===== src/rtl/whp_pkg.sv =====
package whp_pkg;

    // Parser phase
    typedef enum logic [2:0] {
        PH_HDR  = 3'd0,
        PH_CHDR = 3'd1,
        PH_FMT  = 3'd2,
        PH_SKIP = 3'd3,
        PH_DATA = 3'd4,
        PH_TAIL = 3'd5,
        PH_HALT = 3'd6
    } phase_t;

    // Kind of the chunk whose header is being read
    typedef enum logic [1:0] {
        KIND_OTHER = 2'd0,
        KIND_FMT   = 2'd1,
        KIND_DATA  = 2'd2
    } kind_t;

    // Verdict codes
    localparam logic [2:0] ST_OK       = 3'd0;
    localparam logic [2:0] ST_BAD_RIFF = 3'd1;
    localparam logic [2:0] ST_BOUNDS   = 3'd2;
    localparam logic [2:0] ST_FORMAT   = 3'd3;
    localparam logic [2:0] ST_MISSING  = 3'd4;
    localparam logic [2:0] ST_OVERSIZE = 3'd5;

    // Chunk IDs as read little-endian into a 32-bit word
    localparam logic [31:0] FOURCC_FMT  = 32'h2074_6D66;
    localparam logic [31:0] FOURCC_DATA = 32'h6174_6164;

    localparam int unsigned POS_W     = 33;
    localparam int unsigned FMT_MIN   = 16;
    localparam int unsigned HDR_LEN   = 12;
    localparam int unsigned CHDR_LEN  = 8;

    localparam logic [POS_W-1:0] POS_MAX = {POS_W{1'b1}};

    localparam int unsigned TDATA_W = 16;

    function automatic logic [7:0] riff_magic(input logic [1:0] idx);
        logic [7:0] ch;
        unique case (idx)
            2'd0:    ch = 8'h52;
            2'd1:    ch = 8'h49;
            default: ch = 8'h46;
        endcase
        return ch;
    endfunction

    function automatic logic [7:0] wave_magic(input logic [1:0] idx);
        logic [7:0] ch;
        unique case (idx)
            2'd0:    ch = 8'h57;
            2'd1:    ch = 8'h41;
            2'd2:    ch = 8'h56;
            default: ch = 8'h45;
        endcase
        return ch;
    endfunction

    // Expected value of a completed fmt field, keyed by its final byte index
    function automatic logic [31:0] fmt_want(input logic [3:0] idx);
        logic [31:0] val;
        unique case (idx)
            4'd1, 4'd3, 4'd13: val = 32'd1;
            4'd7, 4'd11:       val = 32'd8000;
            4'd15:             val = 32'd8;
            default:           val = 32'd0;
        endcase
        return val;
    endfunction

    // High when the byte at idx closes an fmt field
    function automatic logic fmt_field_end(input logic [3:0] idx);
        return (idx == 4'd1) || (idx == 4'd3) || (idx == 4'd7) ||
               (idx == 4'd11) || (idx == 4'd13) || (idx == 4'd15);
    endfunction

endpackage


===== src/rtl/wave_header_parser_unit.sv =====
// Channel   Dir  Handshake           Payload
// s_        in   s_tvalid/s_tready   tdata: data_byte; tlast: last_byte
// m_        out  m_tvalid/m_tready   tdata: sample, status; tuser: sample_valid;
//                                    tlast: done_res
//
// One item in, one item out. An item is accepted every cycle as long as the
// output skid stage is free; its result is registered.
// The rate is set by the single parse step: compares and counter updates on the
// current byte and the state registers, all of them combinational.
// Reset (aresetn low, synchronous) returns the parser to the RIFF header phase
// and empties the output stages. A final byte (s_tlast) does the same for the
// parser, so the next item starts a new file.
// A stalled consumer fills the output register and then the skid register;
// s_tready drops only when both hold an item.
module wave_header_parser_unit (
    input  logic        aclk,
    input  logic        aresetn,
    input  logic        s_tvalid,
    output logic        s_tready,
    input  logic [7:0]  s_tdata,    // [7:0] data_byte
    input  logic        s_tlast,    // last_byte
    output logic        m_tvalid,
    input  logic        m_tready,
    output logic [whp_pkg::TDATA_W-1:0] m_tdata,  // [7:0] sample, [10:8] status, rest 0
    output logic        m_tuser,    // sample_valid
    output logic        m_tlast     // done_res
);

    localparam int unsigned PW = whp_pkg::POS_W;

    // Parser state
    whp_pkg::phase_t phase_reg, phase_next;
    logic [PW-1:0]   byte_position_reg, byte_position_next;
    logic [PW-1:0]   riff_limit_reg, riff_limit_next;
    logic [PW-1:0]   chunk_remaining_reg, chunk_remaining_next;
    logic [31:0]     field_shift_reg, field_shift_next;
    logic [3:0]      field_index_reg, field_index_next;
    whp_pkg::kind_t  chunk_kind_reg, chunk_kind_next;
    logic            pad_pending_reg, pad_pending_next;
    logic            format_seen_reg, format_seen_next;
    logic            data_found_reg, data_found_next;
    logic [2:0]      error_code_reg, error_code_next;

    // Output stage and skid stage
    logic                        out_valid_reg;
    logic [whp_pkg::TDATA_W-1:0] out_data_reg;
    logic                        out_user_reg;
    logic                        out_last_reg;
    logic                        skid_valid_reg;
    logic [whp_pkg::TDATA_W-1:0] skid_data_reg;
    logic                        skid_user_reg;
    logic                        skid_last_reg;

    logic accept;
    logic pop;

    // Step intermediates
    logic [7:0]    byte_in;
    logic [1:0]    lane_sel;
    logic [31:0]   shift_or;
    logic [PW:0]   left_diff;      // riff_limit - (byte_position + 1), signed
    logic          left_neg;
    logic          left_zero;
    logic          left_lt8;
    logic [PW-1:0] chunk_total;
    logic          total_gt_left;
    logic [PW-1:0] remaining_dec;
    logic          remaining_last;
    logic          do_boundary;
    logic          do_fail;
    logic [2:0]    fail_code;

    // Result
    logic [7:0]    res_sample;
    logic          res_sample_valid;
    logic [2:0]    res_status;
    logic [whp_pkg::TDATA_W-1:0] res_data;

    assign s_tready = !skid_valid_reg;
    assign accept   = s_tvalid && s_tready;
    assign pop      = out_valid_reg && m_tready;
    assign byte_in  = s_tdata;

    // Byte lane within the field being assembled
    always_comb begin
        unique case (phase_reg)
            whp_pkg::PH_HDR:  lane_sel = byte_position_reg[1:0];
            whp_pkg::PH_CHDR: lane_sel = field_index_reg[1:0];
            whp_pkg::PH_FMT: begin
                if ((field_index_reg < 4'd4) || (field_index_reg >= 4'd12)) begin
                    lane_sel = {1'b0, field_index_reg[0]};
                end else begin
                    lane_sel = field_index_reg[1:0];
                end
            end
            default:          lane_sel = 2'd0;
        endcase
    end

    assign shift_or = field_shift_reg | ({24'd0, byte_in} << {lane_sel, 3'b000});

    // Bytes left before the RIFF end, counted after this byte
    assign left_diff = {1'b0, riff_limit_reg} + ~{1'b0, byte_position_reg};
    assign left_neg  = left_diff[PW];
    assign left_zero = (left_diff == '0);
    assign left_lt8  = (left_diff[PW-1:3] == '0);

    assign chunk_total   = {1'b0, shift_or} + {{(PW-1){1'b0}}, shift_or[0]};
    assign total_gt_left = left_neg || ({1'b0, chunk_total} > left_diff);

    assign remaining_dec  = (chunk_remaining_reg != '0) ?
                            (chunk_remaining_reg - {{(PW-1){1'b0}}, 1'b1}) : '0;
    assign remaining_last = (chunk_remaining_reg[PW-1:1] == '0);

    // Next state
    always_comb begin
        phase_next           = phase_reg;
        riff_limit_next      = riff_limit_reg;
        chunk_remaining_next = chunk_remaining_reg;
        field_shift_next     = field_shift_reg;
        field_index_next     = field_index_reg;
        chunk_kind_next      = chunk_kind_reg;
        pad_pending_next     = pad_pending_reg;
        format_seen_next     = format_seen_reg;
        data_found_next      = data_found_reg;
        error_code_next      = error_code_reg;
        do_boundary          = 1'b0;
        do_fail              = 1'b0;
        fail_code            = whp_pkg::ST_OK;

        // saturate the position counter
        if (byte_position_reg == whp_pkg::POS_MAX) begin
            byte_position_next = byte_position_reg;
        end else begin
            byte_position_next = byte_position_reg + {{(PW-1){1'b0}}, 1'b1};
        end

        unique case (phase_reg)
            whp_pkg::PH_HDR: begin
                unique case (byte_position_reg[3:2])
                    2'd0: begin
                        if (byte_in != whp_pkg::riff_magic(byte_position_reg[1:0])) begin
                            do_fail   = 1'b1;
                            fail_code = whp_pkg::ST_BAD_RIFF;
                        end
                    end
                    2'd1: field_shift_next = shift_or;
                    2'd2: begin
                        if (byte_in != whp_pkg::wave_magic(byte_position_reg[1:0])) begin
                            do_fail   = 1'b1;
                            fail_code = whp_pkg::ST_BAD_RIFF;
                        end else if (byte_position_reg[1:0] == 2'd3) begin
                            // header ends at byte 12: decide against limit = 8 + size
                            riff_limit_next = {1'b0, field_shift_reg} + PW'(whp_pkg::CHDR_LEN);
                            if (field_shift_reg < 32'(whp_pkg::HDR_LEN - whp_pkg::CHDR_LEN)) begin
                                do_fail   = 1'b1;
                                fail_code = whp_pkg::ST_BOUNDS;
                            end else if (field_shift_reg ==
                                         32'(whp_pkg::HDR_LEN - whp_pkg::CHDR_LEN)) begin
                                phase_next = whp_pkg::PH_TAIL;
                            end else if (field_shift_reg < 32'(whp_pkg::HDR_LEN)) begin
                                do_fail   = 1'b1;
                                fail_code = whp_pkg::ST_BOUNDS;
                            end else begin
                                phase_next       = whp_pkg::PH_CHDR;
                                field_index_next = '0;
                                field_shift_next = '0;
                            end
                        end
                    end
                    default: ;
                endcase
            end

            whp_pkg::PH_CHDR: begin
                field_shift_next = shift_or;
                if (field_index_reg == 4'd3) begin
                    if (shift_or == whp_pkg::FOURCC_FMT) begin
                        chunk_kind_next = whp_pkg::KIND_FMT;
                    end else if (shift_or == whp_pkg::FOURCC_DATA) begin
                        chunk_kind_next = whp_pkg::KIND_DATA;
                    end else begin
                        chunk_kind_next = whp_pkg::KIND_OTHER;
                    end
                    field_shift_next = '0;
                end
                if (field_index_reg == 4'd7) begin
                    // chunk size complete in shift_or
                    if (total_gt_left) begin
                        do_fail   = 1'b1;
                        fail_code = whp_pkg::ST_BOUNDS;
                    end else if (chunk_kind_reg == whp_pkg::KIND_FMT) begin
                        if (shift_or < 32'(whp_pkg::FMT_MIN)) begin
                            do_fail   = 1'b1;
                            fail_code = whp_pkg::ST_FORMAT;
                        end else begin
                            chunk_remaining_next = chunk_total - PW'(whp_pkg::FMT_MIN);
                            phase_next           = whp_pkg::PH_FMT;
                            field_index_next     = '0;
                            field_shift_next     = '0;
                        end
                    end else if ((chunk_kind_reg == whp_pkg::KIND_DATA) && !data_found_reg) begin
                        data_found_next = 1'b1;
                        if (shift_or == '0) begin
                            do_fail   = 1'b1;
                            fail_code = whp_pkg::ST_MISSING;
                        end else begin
                            chunk_remaining_next = {1'b0, shift_or};
                            pad_pending_next     = shift_or[0];
                            phase_next           = whp_pkg::PH_DATA;
                        end
                    end else if (chunk_total == '0) begin
                        do_boundary = 1'b1;
                    end else begin
                        chunk_remaining_next = chunk_total;
                        phase_next           = whp_pkg::PH_SKIP;
                    end
                end else begin
                    field_index_next = field_index_reg + 4'd1;
                end
            end

            whp_pkg::PH_FMT: begin
                field_shift_next = shift_or;
                if (whp_pkg::fmt_field_end(field_index_reg) &&
                    (shift_or != whp_pkg::fmt_want(field_index_reg))) begin
                    do_fail   = 1'b1;
                    fail_code = whp_pkg::ST_FORMAT;
                end else begin
                    if (whp_pkg::fmt_field_end(field_index_reg)) begin
                        field_shift_next = '0;
                    end
                    if (field_index_reg == 4'd15) begin
                        format_seen_next = 1'b1;
                        if (chunk_remaining_reg == '0) begin
                            do_boundary = 1'b1;
                        end else begin
                            phase_next = whp_pkg::PH_SKIP;
                        end
                    end else begin
                        field_index_next = field_index_reg + 4'd1;
                    end
                end
            end

            whp_pkg::PH_SKIP: begin
                chunk_remaining_next = remaining_dec;
                if (remaining_last) begin
                    do_boundary = 1'b1;
                end
            end

            whp_pkg::PH_DATA: begin
                chunk_remaining_next = remaining_dec;
                if (remaining_last) begin
                    if (pad_pending_reg) begin
                        // drop the pad byte through the skip phase
                        pad_pending_next     = 1'b0;
                        chunk_remaining_next = {{(PW-1){1'b0}}, 1'b1};
                        phase_next           = whp_pkg::PH_SKIP;
                    end else begin
                        do_boundary = 1'b1;
                    end
                end
            end

            default: ;
        endcase

        // Next chunk header, end of RIFF, or a header that cannot fit
        if (do_boundary) begin
            if (left_zero) begin
                phase_next = whp_pkg::PH_TAIL;
            end else if (left_neg || left_lt8) begin
                do_fail   = 1'b1;
                fail_code = whp_pkg::ST_BOUNDS;
            end else begin
                phase_next       = whp_pkg::PH_CHDR;
                field_index_next = '0;
                field_shift_next = '0;
            end
        end

        if (do_fail) begin
            error_code_next = fail_code;
            phase_next      = whp_pkg::PH_HALT;
        end
    end

    // Result of this item
    always_comb begin
        res_sample_valid = (phase_reg == whp_pkg::PH_DATA);
        res_sample       = res_sample_valid ? byte_in : 8'd0;
        res_status       = whp_pkg::ST_OK;
        if (s_tlast) begin
            priority if (byte_position_next[PW-1]) begin
                res_status = whp_pkg::ST_OVERSIZE;
            end else if (error_code_next != whp_pkg::ST_OK) begin
                res_status = error_code_next;
            end else if (phase_next == whp_pkg::PH_HDR) begin
                res_status = whp_pkg::ST_BAD_RIFF;
            end else if (phase_next != whp_pkg::PH_TAIL) begin
                res_status = whp_pkg::ST_BOUNDS;
            end else if (!format_seen_next || !data_found_next) begin
                res_status = whp_pkg::ST_MISSING;
            end else begin
                res_status = whp_pkg::ST_OK;
            end
        end
        res_data = {(whp_pkg::TDATA_W - 11)'(0), res_status, res_sample};
    end

    // Parser state registers; the final byte restarts for a new file
    always_ff @(posedge aclk) begin
        if (!aresetn || (accept && s_tlast)) begin
            phase_reg           <= whp_pkg::PH_HDR;
            byte_position_reg   <= '0;
            riff_limit_reg      <= '0;
            chunk_remaining_reg <= '0;
            field_shift_reg     <= '0;
            field_index_reg     <= '0;
            chunk_kind_reg      <= whp_pkg::KIND_OTHER;
            pad_pending_reg     <= 1'b0;
            format_seen_reg     <= 1'b0;
            data_found_reg      <= 1'b0;
            error_code_reg      <= whp_pkg::ST_OK;
        end else if (accept) begin
            phase_reg           <= phase_next;
            byte_position_reg   <= byte_position_next;
            riff_limit_reg      <= riff_limit_next;
            chunk_remaining_reg <= chunk_remaining_next;
            field_shift_reg     <= field_shift_next;
            field_index_reg     <= field_index_next;
            chunk_kind_reg      <= chunk_kind_next;
            pad_pending_reg     <= pad_pending_next;
            format_seen_reg     <= format_seen_next;
            data_found_reg      <= data_found_next;
            error_code_reg      <= error_code_next;
        end
    end

    // Output register with skid stage
    always_ff @(posedge aclk) begin
        if (!aresetn) begin
            out_valid_reg  <= 1'b0;
            skid_valid_reg <= 1'b0;
        end else if (skid_valid_reg) begin
            // input is stalled; advance the skid item on a pop
            if (pop) begin
                out_valid_reg  <= 1'b1;
                skid_valid_reg <= 1'b0;
            end
        end else if (accept) begin
            if (!out_valid_reg || pop) begin
                out_valid_reg <= 1'b1;
            end else begin
                skid_valid_reg <= 1'b1;
            end
        end else if (pop) begin
            out_valid_reg <= 1'b0;
        end
    end

    always_ff @(posedge aclk) begin
        if (skid_valid_reg) begin
            if (pop) begin
                out_data_reg <= skid_data_reg;
                out_user_reg <= skid_user_reg;
                out_last_reg <= skid_last_reg;
            end
        end else if (accept) begin
            if (!out_valid_reg || pop) begin
                out_data_reg <= res_data;
                out_user_reg <= res_sample_valid;
                out_last_reg <= s_tlast;
            end else begin
                skid_data_reg <= res_data;
                skid_user_reg <= res_sample_valid;
                skid_last_reg <= s_tlast;
            end
        end
    end

    assign m_tvalid = out_valid_reg;
    assign m_tdata  = out_data_reg;
    assign m_tuser  = out_user_reg;
    assign m_tlast  = out_last_reg;

    // Skid stage is only used behind a full output register
    a_skid_behind_out: assert property (@(posedge aclk) disable iff (!aresetn)
        skid_valid_reg |-> out_valid_reg)
        else $error("skid stage holds an item while output register is empty");

    // A final byte restarts the parser
    a_restart_on_last: assert property (@(posedge aclk) disable iff (!aresetn)
        (accept && s_tlast) |=> (phase_reg == whp_pkg::PH_HDR) &&
                                (byte_position_reg == '0) &&
                                (error_code_reg == whp_pkg::ST_OK))
        else $error("parser did not restart after final byte");

    // Halt phase and latched error go together
    a_halt_error: assert property (@(posedge aclk) disable iff (!aresetn)
        (phase_reg == whp_pkg::PH_HALT) == (error_code_reg != whp_pkg::ST_OK))
        else $error("halt phase and error code disagree");

    // A latched error holds until the file ends
    a_error_sticky: assert property (@(posedge aclk) disable iff (!aresetn)
        (accept && !s_tlast && (error_code_reg != whp_pkg::ST_OK)) |=>
            (error_code_reg == $past(error_code_reg)))
        else $error("latched error changed within a file");

endmodule

===== config.mk =====
export PLATFORM = sky130hd
export DESIGN_NAME = wave_header_parser_unit
export DESIGN_NICKNAME = d
export VERILOG_FILES = /design/src/rtl/whp_pkg.sv /design/src/rtl/wave_header_parser_unit.sv
export SDC_FILE = /design/constraint.sdc
export NUM_CORES = 1
export LEC_CHECK = 0
export BUFFER_PORTS_ARGS = -buffer_cell sky130_fd_sc_hd__clkbuf_2
export CAP_MARGIN = 20
export CELL_PAD_IN_SITES_DETAIL_PLACEMENT = 1
export CELL_PAD_IN_SITES_GLOBAL_PLACEMENT = 1
export CORE_MARGIN = 4
export CORE_UTILIZATION = 48
export CTS_CLUSTER_SIZE = 28
export DETAILED_ROUTE_END_ITERATION = 10
export PLACE_DENSITY_LB_ADDON = 0.2
export SYNTH_ARGS = -nofsm -noshare
export SYNTH_HDL_FRONTEND = slang
export SYNTH_SLANG_ARGS = --single-unit

===== constraint.sdc =====
create_clock -name aclk -period 8.1 [get_ports aclk]
set_input_delay 1.62 -clock aclk [delete_from_list [all_inputs] [get_ports aclk]]
set_output_delay 1.62 -clock aclk [all_outputs]
set_load 0.01 [all_outputs]

Yosys cells after proc, flatten, opt, wreduce, memory -nomap -nowiden. Cells that the tools add are included.

Bits of input ports: 13. Flip-flop bits (word level): 179. Logic and storage cells: 297. Output and inout bits: 20.

Bitwise gates (word level): 6. Equality and inequality tests: 36. Muxes and demuxes: 172. Magnitude comparators: 6. Shift-type cells: 1. Add/sub/neg operators: 7. Reductions and logical operators: 49.

Operator list (count): $mux W32 (16); $mux W33 (11); $mux W3 (37); $pmux W33 S3 (1); $pmux W32 S3 (1); $logic_not A33 Y1 (2); $logic_not A32 Y1 (2); $mux W16 (4); $pmux W32 S2 (1); $mux W4 (15); $mux W1 (59); $mux W8 (5); $pmux W13 S3 (1); $add A33 B34 Y34 (1); $gt A33 B34 Y1 (1); $logic_not A34 Y1 (1); $not A33 Y34 (1); $add A32 B1 Y33 (1); $add A32 B4 Y33 const B (1); $add A33 B1 Y33 const B (1); $eq A33 B33 Y1 const B (1); $reduce_bool A33 Y1 (1); $sub A33 B1 Y33 const B (1); $sub A33 B5 Y33 const B (1); other kinds (54) (111).

Depth between registers and ports, before layout. Gate-level depths: netlist of run 1.

Word-level depth: 27. Mapped depth: 32. Gate-level depth less buffers: 27.

Worst setup path after synthesis of run 1. OpenSTA, ideal clock, no wires.

Path kind: input-to-reg. Start point: input port s_tdata[0]. End point: register out_data_reg (netlist bit m_tdata[8]), data pin. Setup time: 0.130 ns. Path slack: 0.849 ns. Arrival: 7.121 ns. Cell stages on the path: 22. Data required time: 7.970 ns. Path buffers: 3. Cells stage by stage: clkbuf_1 > clkbuf_1 > a21o_1 > ha_1 > nand2_1 > nor4_4 > nand4_1 > or4_1 > and2_1 > clkbuf_1 > ha_1 > nand4_1 > nor4_1 > a211o_1 > a21oi_1 > o21a_1 > o311ai_1 > o32ai_1 > or4b_2 > nor4_1 > o31a_1 > mux2_2.

Longest elaborated chain between the ends: 23. Elaborated cells between the ends (all ways): 74. Those cells by class: 1 x add/sub; 2 x order compare; 4 x eq/ne; 1 x shift; 59 x mux; 1 x bitwise; 6 x reduce/logical.

RTL lines: from (decl) (RTL line wave_header_parser_unit.sv:20) `input logic [7:0] s_tdata,`; branches (longest 17 deep; another with $gt A33 B34 Y1); $mux W3 * (RTL line wave_header_parser_unit.sv:298) `end else if (error_code_next != whp_pkg::ST_OK) begin`; $mux W3 * (RTL line wave_header_parser_unit.sv:296) `priority if (byte_position_next[PW-1]) begin`; $mux W3 * (RTL line wave_header_parser_unit.sv:295) `if (s_tlast) begin`; via res_status[0] (RTL line wave_header_parser_unit.sv:76) `logic [2:0] res_status;`; $mux W16 * (RTL line wave_header_parser_unit.sv:372) `if (!out_valid_reg || pop) begin`; $mux W16 * (RTL line wave_header_parser_unit.sv:371) `end else if (accept) begin`; $mux W16 * (RTL line wave_header_parser_unit.sv:365) `if (skid_valid_reg) begin`; to (signal assigned) (RTL line wave_header_parser_unit.sv:367) `out_data_reg <= skid_data_reg;`; to (signal assigned) (RTL line wave_header_parser_unit.sv:373) `out_data_reg <= res_data;`; to (decl) (RTL line wave_header_parser_unit.sv:46) `logic [whp_pkg::TDATA_W-1:0] out_data_reg;`.

Mark *: on every way through the listed nets, which the timed path passes. The select of a mux whose other input is x is not followed. A chain may end at the register's enable or synchronous reset.

Worst setup path in the final report of run 1.
Start point: register field_index_reg[2]. End point: register out_data_reg (netlist bit m_tdata[8]), data pin.

Longest elaborated chain between the ends: 27. Elaborated cells between the ends (all ways): 86. Those cells by class: 1 x add/sub; 4 x order compare; 8 x eq/ne; 1 x shift; 57 x mux; 1 x bitwise; 14 x reduce/logical.

RTL lines: from (decl) (RTL line wave_header_parser_unit.sv:37) `logic [3:0] field_index_reg, field_index_next;`; from (signal assigned) (RTL line wave_header_parser_unit.sv:333) `field_index_reg <= field_index_next;`; branches (longest 21 deep; another with $gt A33 B34 Y1); $mux W3 * (RTL line wave_header_parser_unit.sv:298); $mux W3 * (RTL line wave_header_parser_unit.sv:296); $mux W3 * (RTL line wave_header_parser_unit.sv:295); via res_status[0] (RTL line wave_header_parser_unit.sv:76); $mux W16 * (RTL line wave_header_parser_unit.sv:372); $mux W16 * (RTL line wave_header_parser_unit.sv:371); $mux W16 * (RTL line wave_header_parser_unit.sv:365).

Marks and branches as above.

==> results of run 1 <==
placed cells by master (no fill, tap or decap), types with 17 or more instances in the layout:
cell and instances:
nand2_1 150, a31oi_1 49, nand3_1 62, nor4_1 35, edfxtp_1 26, clkbuf_2 27
a21o_1 38, xnor2_1 79, clkbuf_16 17, and3_1 41, nand4_1 59, dfxtp_1 148
and2_1 25, inv_1 95, nor3_1 55, a21oi_1 142, buf_4 54, or3_1 26
ha_1 86, o22ai_1 17, a31o_2 22, a211oi_1 49, o21ai_0 109, xor2_1 34
nor2_1 259, a22oi_1 55
layer usage:
metal | up-vias | routed length [microns] | global-route usage | part of all wire
met5 | - | 13 | 0 | 0.00022
met1 | 7906 | 25200 | 0.457 | 0.43
met2 | 708 | 27600 | 0.569 | 0.47
met4 | 2 | 2340 | 0.123 | 0.040
met3 | 170 | 4090 | 0.0584 | 0.069
li1 | 7455 | - | - | -
critical path, stage by stage (launching register included):
cell and delay [ps]:
dfxtp_1 480, inv_1 130, ha_1 310, and4b_1 300, o31a_1 290, nor2_1 350
a21o_1 270, ha_1 330, nand2_1 160, nor4_4 320, nand4_1 330, or4_1 520
and2_1 230, ha_1 300, nand4_1 160, nor4_1 440, a211o_1 190, a21oi_1 130
buf_4 200, o21a_1 110, o311ai_2 570, o32ai_1 260, or4b_2 670, nor4_1 200
o31a_1 190, mux2_2 140
path summary, 6_finish.rpt:
kind,start,endpoint
worst min register to register,chunk_remaining_reg[23],chunk_remaining_reg[23]
worst min-delay path,chunk_remaining_reg[23],chunk_remaining_reg[23]
worst max register to register,field_index_reg[2],m_tdata[8]
worst max-delay path,field_index_reg[2],m_tdata[8]
cells by family (layout without fill, tap and decap cells):
family,count (synthesis),in the layout,share of synthesized area
simple gates,808,808,0.271
compound gates,601,601,0.265
buf+inv,223,207,0.0592
flops,174,174,0.250
xor+xnor,113,113,0.0661
fa+ha+maj,87,87,0.0732
mux,21,21,0.0150
other cells,1,5,0.000250
report_power, final:
group / leakage (nW) / total [W] / switching, W / internal, W
combinational: 4.63 / 0.000502 / 0.000350 / 0.000151
sequential: 1.45 / 0.000914 / 0.0000186 / 0.000895
clock: 0.259 / 0.000788 / 0.000385 / 0.000403
total: 6.34 / 0.00220 / 0.000754 / 0.00145
synthesized netlist by cell type (11+ instances only):
library cell,instances
a21o_1,38
dfxtp_1,148
o22ai_1,17
nand2_1,151
and2_1,25
o31ai_1,11
mux2_2,11
edfxtp_1,26
and4_1,11
and3_1,41
o21ai_0,109
ha_1,86
clkbuf_1,107
nand4_1,59
nor2_1,260
a211oi_1,49
or4_1,13
nand2b_1,13
a31oi_1,49
a21oi_1,142
nor3_1,56
nor2b_1,12
a31o_2,22
xor2_1,34
nor4_1,36
xnor2_1,79
a22oi_1,55
or3_1,26
nand3_1,62
inv_1,95
stage by stage:
step           total power, W  instances
3_3_place_gp          0.00140       2380
5_1_grt               0.00230       2412
4_1_cts               0.00220       2411
2_1_floorplan         0.00126       2032
3_5_place_dp          0.00141       2380
6_report              0.00220       2412
cell type report:
cell class | instances | share of cell area
flip-flops and latches | 174 | 0.233
inverters | 95 | 0.0222
clock inverters | 11 | 0.00529
repair buffers | 81 | 0.0336
multi-input cells | 1635 | 0.648
clock buffers | 20 | 0.0278
well taps | 396 | 0.0308
==> impl_metrics.json, run 1 <==
{
  "criticalPathCategory": "reg -> reg",
  "ys_seq_elements": 174,
  "synth_warnings": 0,
  "cts_inserted_buffers": 17,
  "fp.coreArea_sq_um": 30700,
  "die_w_microns": 185,
  "drv_slew": 0,
  "ctsHoldBuffers": 0,
  "start_util": 0.488,
  "drive_above_1_share": 0.0878,
  "std_cell_rows": 64,
  "ant_nets": 0,
  "post-route-drc-count": 0,
  "start_kind": "register",
  "rsz0062_at_grt": "no",
  "clkSinkCount": 174,
  "num_vias": 16200,
  "post-route-min-period_ps": 7720,
  "portBuffers": 27,
  "final.setup.tns_ps": 0,
  "setup_ws_ps": 381,
  "groute.usage.overall": 0.345,
  "min_path_cells": 2,
  "dieHeight_microns": 185,
  "viasPerCell": 6.73,
  "clockBufferDepth": 2,
  "synth.distinct_cells": 86,
  "syn_area_sq_um": 15000,
  "max_freq_ghz": 0.130,
  "yosysTopAreaCell": "dfxtp_1",
  "crit_arrival_ps": 8060,
  "peakVddDrop_mv": 0.165,
  "final_area_sq_um": 16100,
  "p_leak_nw": 6.34,
  "period_share": 0.953,
  "grt_overflow": 0,
  "grt_pass1_vias": 16000,
  "area_growth_syn_to_layout_pct": 7.41,
  "status": "finished, final reports clean",
  "worst_slew_pin_slew_ps": 1140,
  "layout.nets": 2104,
  "synthArstFlopShare": 0,
  "crit_required_ps": 8440,
  "clk_latency_ps": 470,
  "post-dp-hpwl_mm": 46.3,
  "synthTopCellsByArea": "dfxtp_1, ha_1, nor2_1",
  "drt_first_iter_violations": 1600,
  "slew_headroom": 0.229,
  "whs_ps": 477,
  "reg2reg_depth": 25,
  "h-tree-depth": 4,
  "gp_congestion": 1.04,
  "fin_util": 0.525,
  "drv_cap": 0,
  "io_pins": 33,
  "post_cts_buffers": 0,
  "seq_area_frac_synth": 0.250,
  "finClkSkew_ps": 13.2,
  "cts_resized": 0,
  "synth-edff-count": 26,
  "antenna_found_initial": 1,
  "postSynthCellCount": 2028,
  "fill_cells": 3963,
  "clock-root-buffer": "clkbuf_16",
  "setup_viol": 0,
  "cts_tree": "built",
  "firstDrtPassIters": 6,
  "detailed_place.area_sq_um": 15500,
  "avgSynthCellArea_sq_um": 7.39,
  "grt_pass1_wl_mm": 93.0,
  "crit_fanout": 9,
  "ff_latch_area_sq_um": 3740,
  "antenna_cells": 0,
  "pre_cts_ws_ps": 81.5,
  "end_kind": "register",
  "min_path_type": "reg -> reg",
  "grt_max_degree": 74,
  "die_area_sq_um": 34100,
  "synth_flop_cell": "dfxtp_1",
  "power.density_nw_per_um2": 137,
  "cts.clk_slew.worst_paths_ps": 80,
  "reg2reg_slack_ps": 380,
  "finalHoldViolCount": 0,
  "multi_input_area_sq_um": 10400,
  "drt_wl_total_mm": 59.3,
  "wire_per_inst_microns": 24.6,
  "synth_top_cell_area_share": 0.198
}
(Power assumes the default switching activity.)
==> run 2, diff against run 1 <==
==> constraint.sdc (replaced) <==
create_clock -name aclk -period 8.5 [get_ports aclk]
set_input_delay 0.85 -clock aclk [delete_from_list [all_inputs] [get_ports aclk]]
set_output_delay 0.85 -clock aclk [all_outputs]
set_load 0.01 [all_outputs]
==> impl_metrics.json, run 2 (synthesis results as in run 1) <==
{
  "clock_power_share": 0.374,
  "finalHoldViolCount": 0,
  "setup_ws_ps": 381,
  "clockBufferDepth": 2,
  "start_util": 0.488,
  "rsz0062_at_grt": "no",
  "drive_above_1_share": 0.0823,
  "p_sw_frac": 0.347,
  "std_cell_rows": 64,
  "rr_startpoint": "field_index_reg[2]",
  "gp_congestion": 0.983,
  "grt_pass1_vias": 16000,
  "start_kind": "register",
  "post-dp-hpwl_mm": 45.3,
  "wire_per_inst_microns": 24.4,
  "cts_tree": "built",
  "die_w_microns": 185,
  "dieHeight_microns": 185,
  "fill_cells": 3903,
  "num_vias": 16100,
  "h-tree-depth": 4,
  "period_share": 0.955,
  "worst_slew_pin_slew_ps": 1310,
  "clock-root-buffer": "clkbuf_16",
  "peakVddDrop_mv": 0.159,
  "whs_ps": 473,
  "ant_nets": 0,
  "p_seq_frac": 0.405,
  "antenna_cells": 0,
  "antenna_found_initial": 0,
  "io_pins": 33,
  "grt_pass1_wl_mm": 91.7,
  "worstHoldStart": "chunk_remaining_reg[24]",
  "min_path_type": "reg -> reg",
  "grt_max_degree": 97,
  "reg2reg_slack_ps": 380,
  "mostFrequentLayoutCells": "nor2_1, nand2_1, dfxtp_1",
  "criticalPathCategory": "reg -> reg",
  "ctsHoldBuffers": 0,
  "groute.usage.overall": 0.340,
  "min_to": "chunk_remaining_reg[24]",
  "min_path_cells": 2,
  "pre_cts_ws_ps": 376,
  "portBuffers": 27,
  "finClkSkew_ps": 14.2,
  "switching_power_w": 0.000746,
  "layout.nets": 2091,
  "crit_required_ps": 8710,
  "fp.coreArea_sq_um": 30700,
  "r2r-end": "m_tdata[8]",
  "final.setup.tns_ps": 0,
  "cts_inserted_buffers": 17,
  "drv_cap": 0,
  "viasPerCell": 6.73,
  "post-route-drc-count": 0,
  "area_growth_syn_to_layout_pct": 7.00,
  "end_kind": "register",
  "crit_arrival_ps": 8330,
  "power.density_nw_per_um2": 134,
  "clk_latency_ps": 470,
  "die_area_sq_um": 34100,
  "crit_fanout": 18,
  "reg2reg_depth": 25,
  "cts_resized": 0,
  "internal-power_w": 0.00140,
  "combPwrFrac": 0.220,
  "status": "finished, final reports clean",
  "slew_headroom": 0.123,
  "drt_first_iter_violations": 1540,
  "clkSinkCount": 174,
  "drt_wl_total_mm": 58.5,
  "post-route-min-period_ps": 8120,
  "cts.clk_slew.worst_paths_ps": 80,
  "fin_util": 0.523,
  "grt_overflow": 0,
  "max_freq_ghz": 0.123,
  "layout_commonest_cell": "nor2_1",
  "p_leak_nw": 6.30,
  "setup_viol": 0,
  "firstDrtPassIters": 7,
  "power.total_w": 0.00215,
  "drv_slew": 0,
  "post_cts_buffers": 0
}
[run 2: changes by cell type in the layout (fill, tap and decap cells not counted), sizes merged]
cell / before / now
inv: 99 / 103
buf: 54 / 41
clkinvlp: 2 / 1
clkinv: 5 / 4
clkbuf: 47 / 46
[run 2: worst max-delay path, stage by stage, from the launching register on]
cell and delay (ps):
dfxtp_1 490, inv_1 140, ha_1 310, and4b_1 300, o31a_1 280, buf_4 210, nor2_1 400, a21o_1 250
ha_1 310, nand2_1 150, nor4_4 430, nand4_1 340, or4_1 520, and2_1 260, ha_1 310, nand4_1 130
nor4_1 370, a31oi_1 180, a21oi_2 420, nand2_1 250, or2_2 340, o41ai_1 460, and2_1 330, nor4_1 90
o31a_1 320, mux2_2 270
[run 2: stage by stage]
stage / cells / cell area, sq um
2_1_floorplan: 2032 / 15000
3_3_place_gp: 2368 / 15400
4_1_cts: 2400 / 16000
5_1_grt: 2400 / 16000
6_report: 2400 / 16000
3_5_place_dp: 2368 / 15400
[run 2: power by group through the flow]
stage	clock network (W)	registers, W	logic (W)
after global routing	0.000857	0.000873	0.000509
after CTS	0.000812	0.000870	0.000460
final	0.000805	0.000871	0.000474
after global placement	0	0.000888	0.000444
after detailed placement	0	0.000889	0.000456
after floorplan	0	0.000884	0.000312
[run 2: metal layers]
metal	vias up	track usage	wire length [microns]
met5	-	0	0
met4	0	0.116	2270
met3	131	0.0487	3640
met2	619	0.564	26900
met1	7960	0.455	25700
li1	7432	-	-
[run 2: worst max path at each step]
stage	startpoint	end	slack (ps)	depth (start not counted)
2_1_floorplan	field_index_reg[2]	m_tdata[8]	1560	27
5_1_grt	field_index_reg[2]	m_tdata[8]	60	25
4_1_cts	field_index_reg[2]	m_tdata[8]	310	25
3_5_place_dp	field_index_reg[2]	m_tdata[8]	380	25
6_report	field_index_reg[2]	m_tdata[8]	380	25
3_3_place_gp	field_index_reg[2]	m_tdata[8]	760	27
[run 2: cell type report]
class                      count  area (sq um)  area share
inverter                      95           357      0.0223
timing repair buffer          68           443      0.0276
clock inverter                13           118     0.00734
multi-input combinational   1635         10400       0.649
clock buffer                  19           464      0.0290
tap                          396           495      0.0309
sequential                   174          3740       0.234
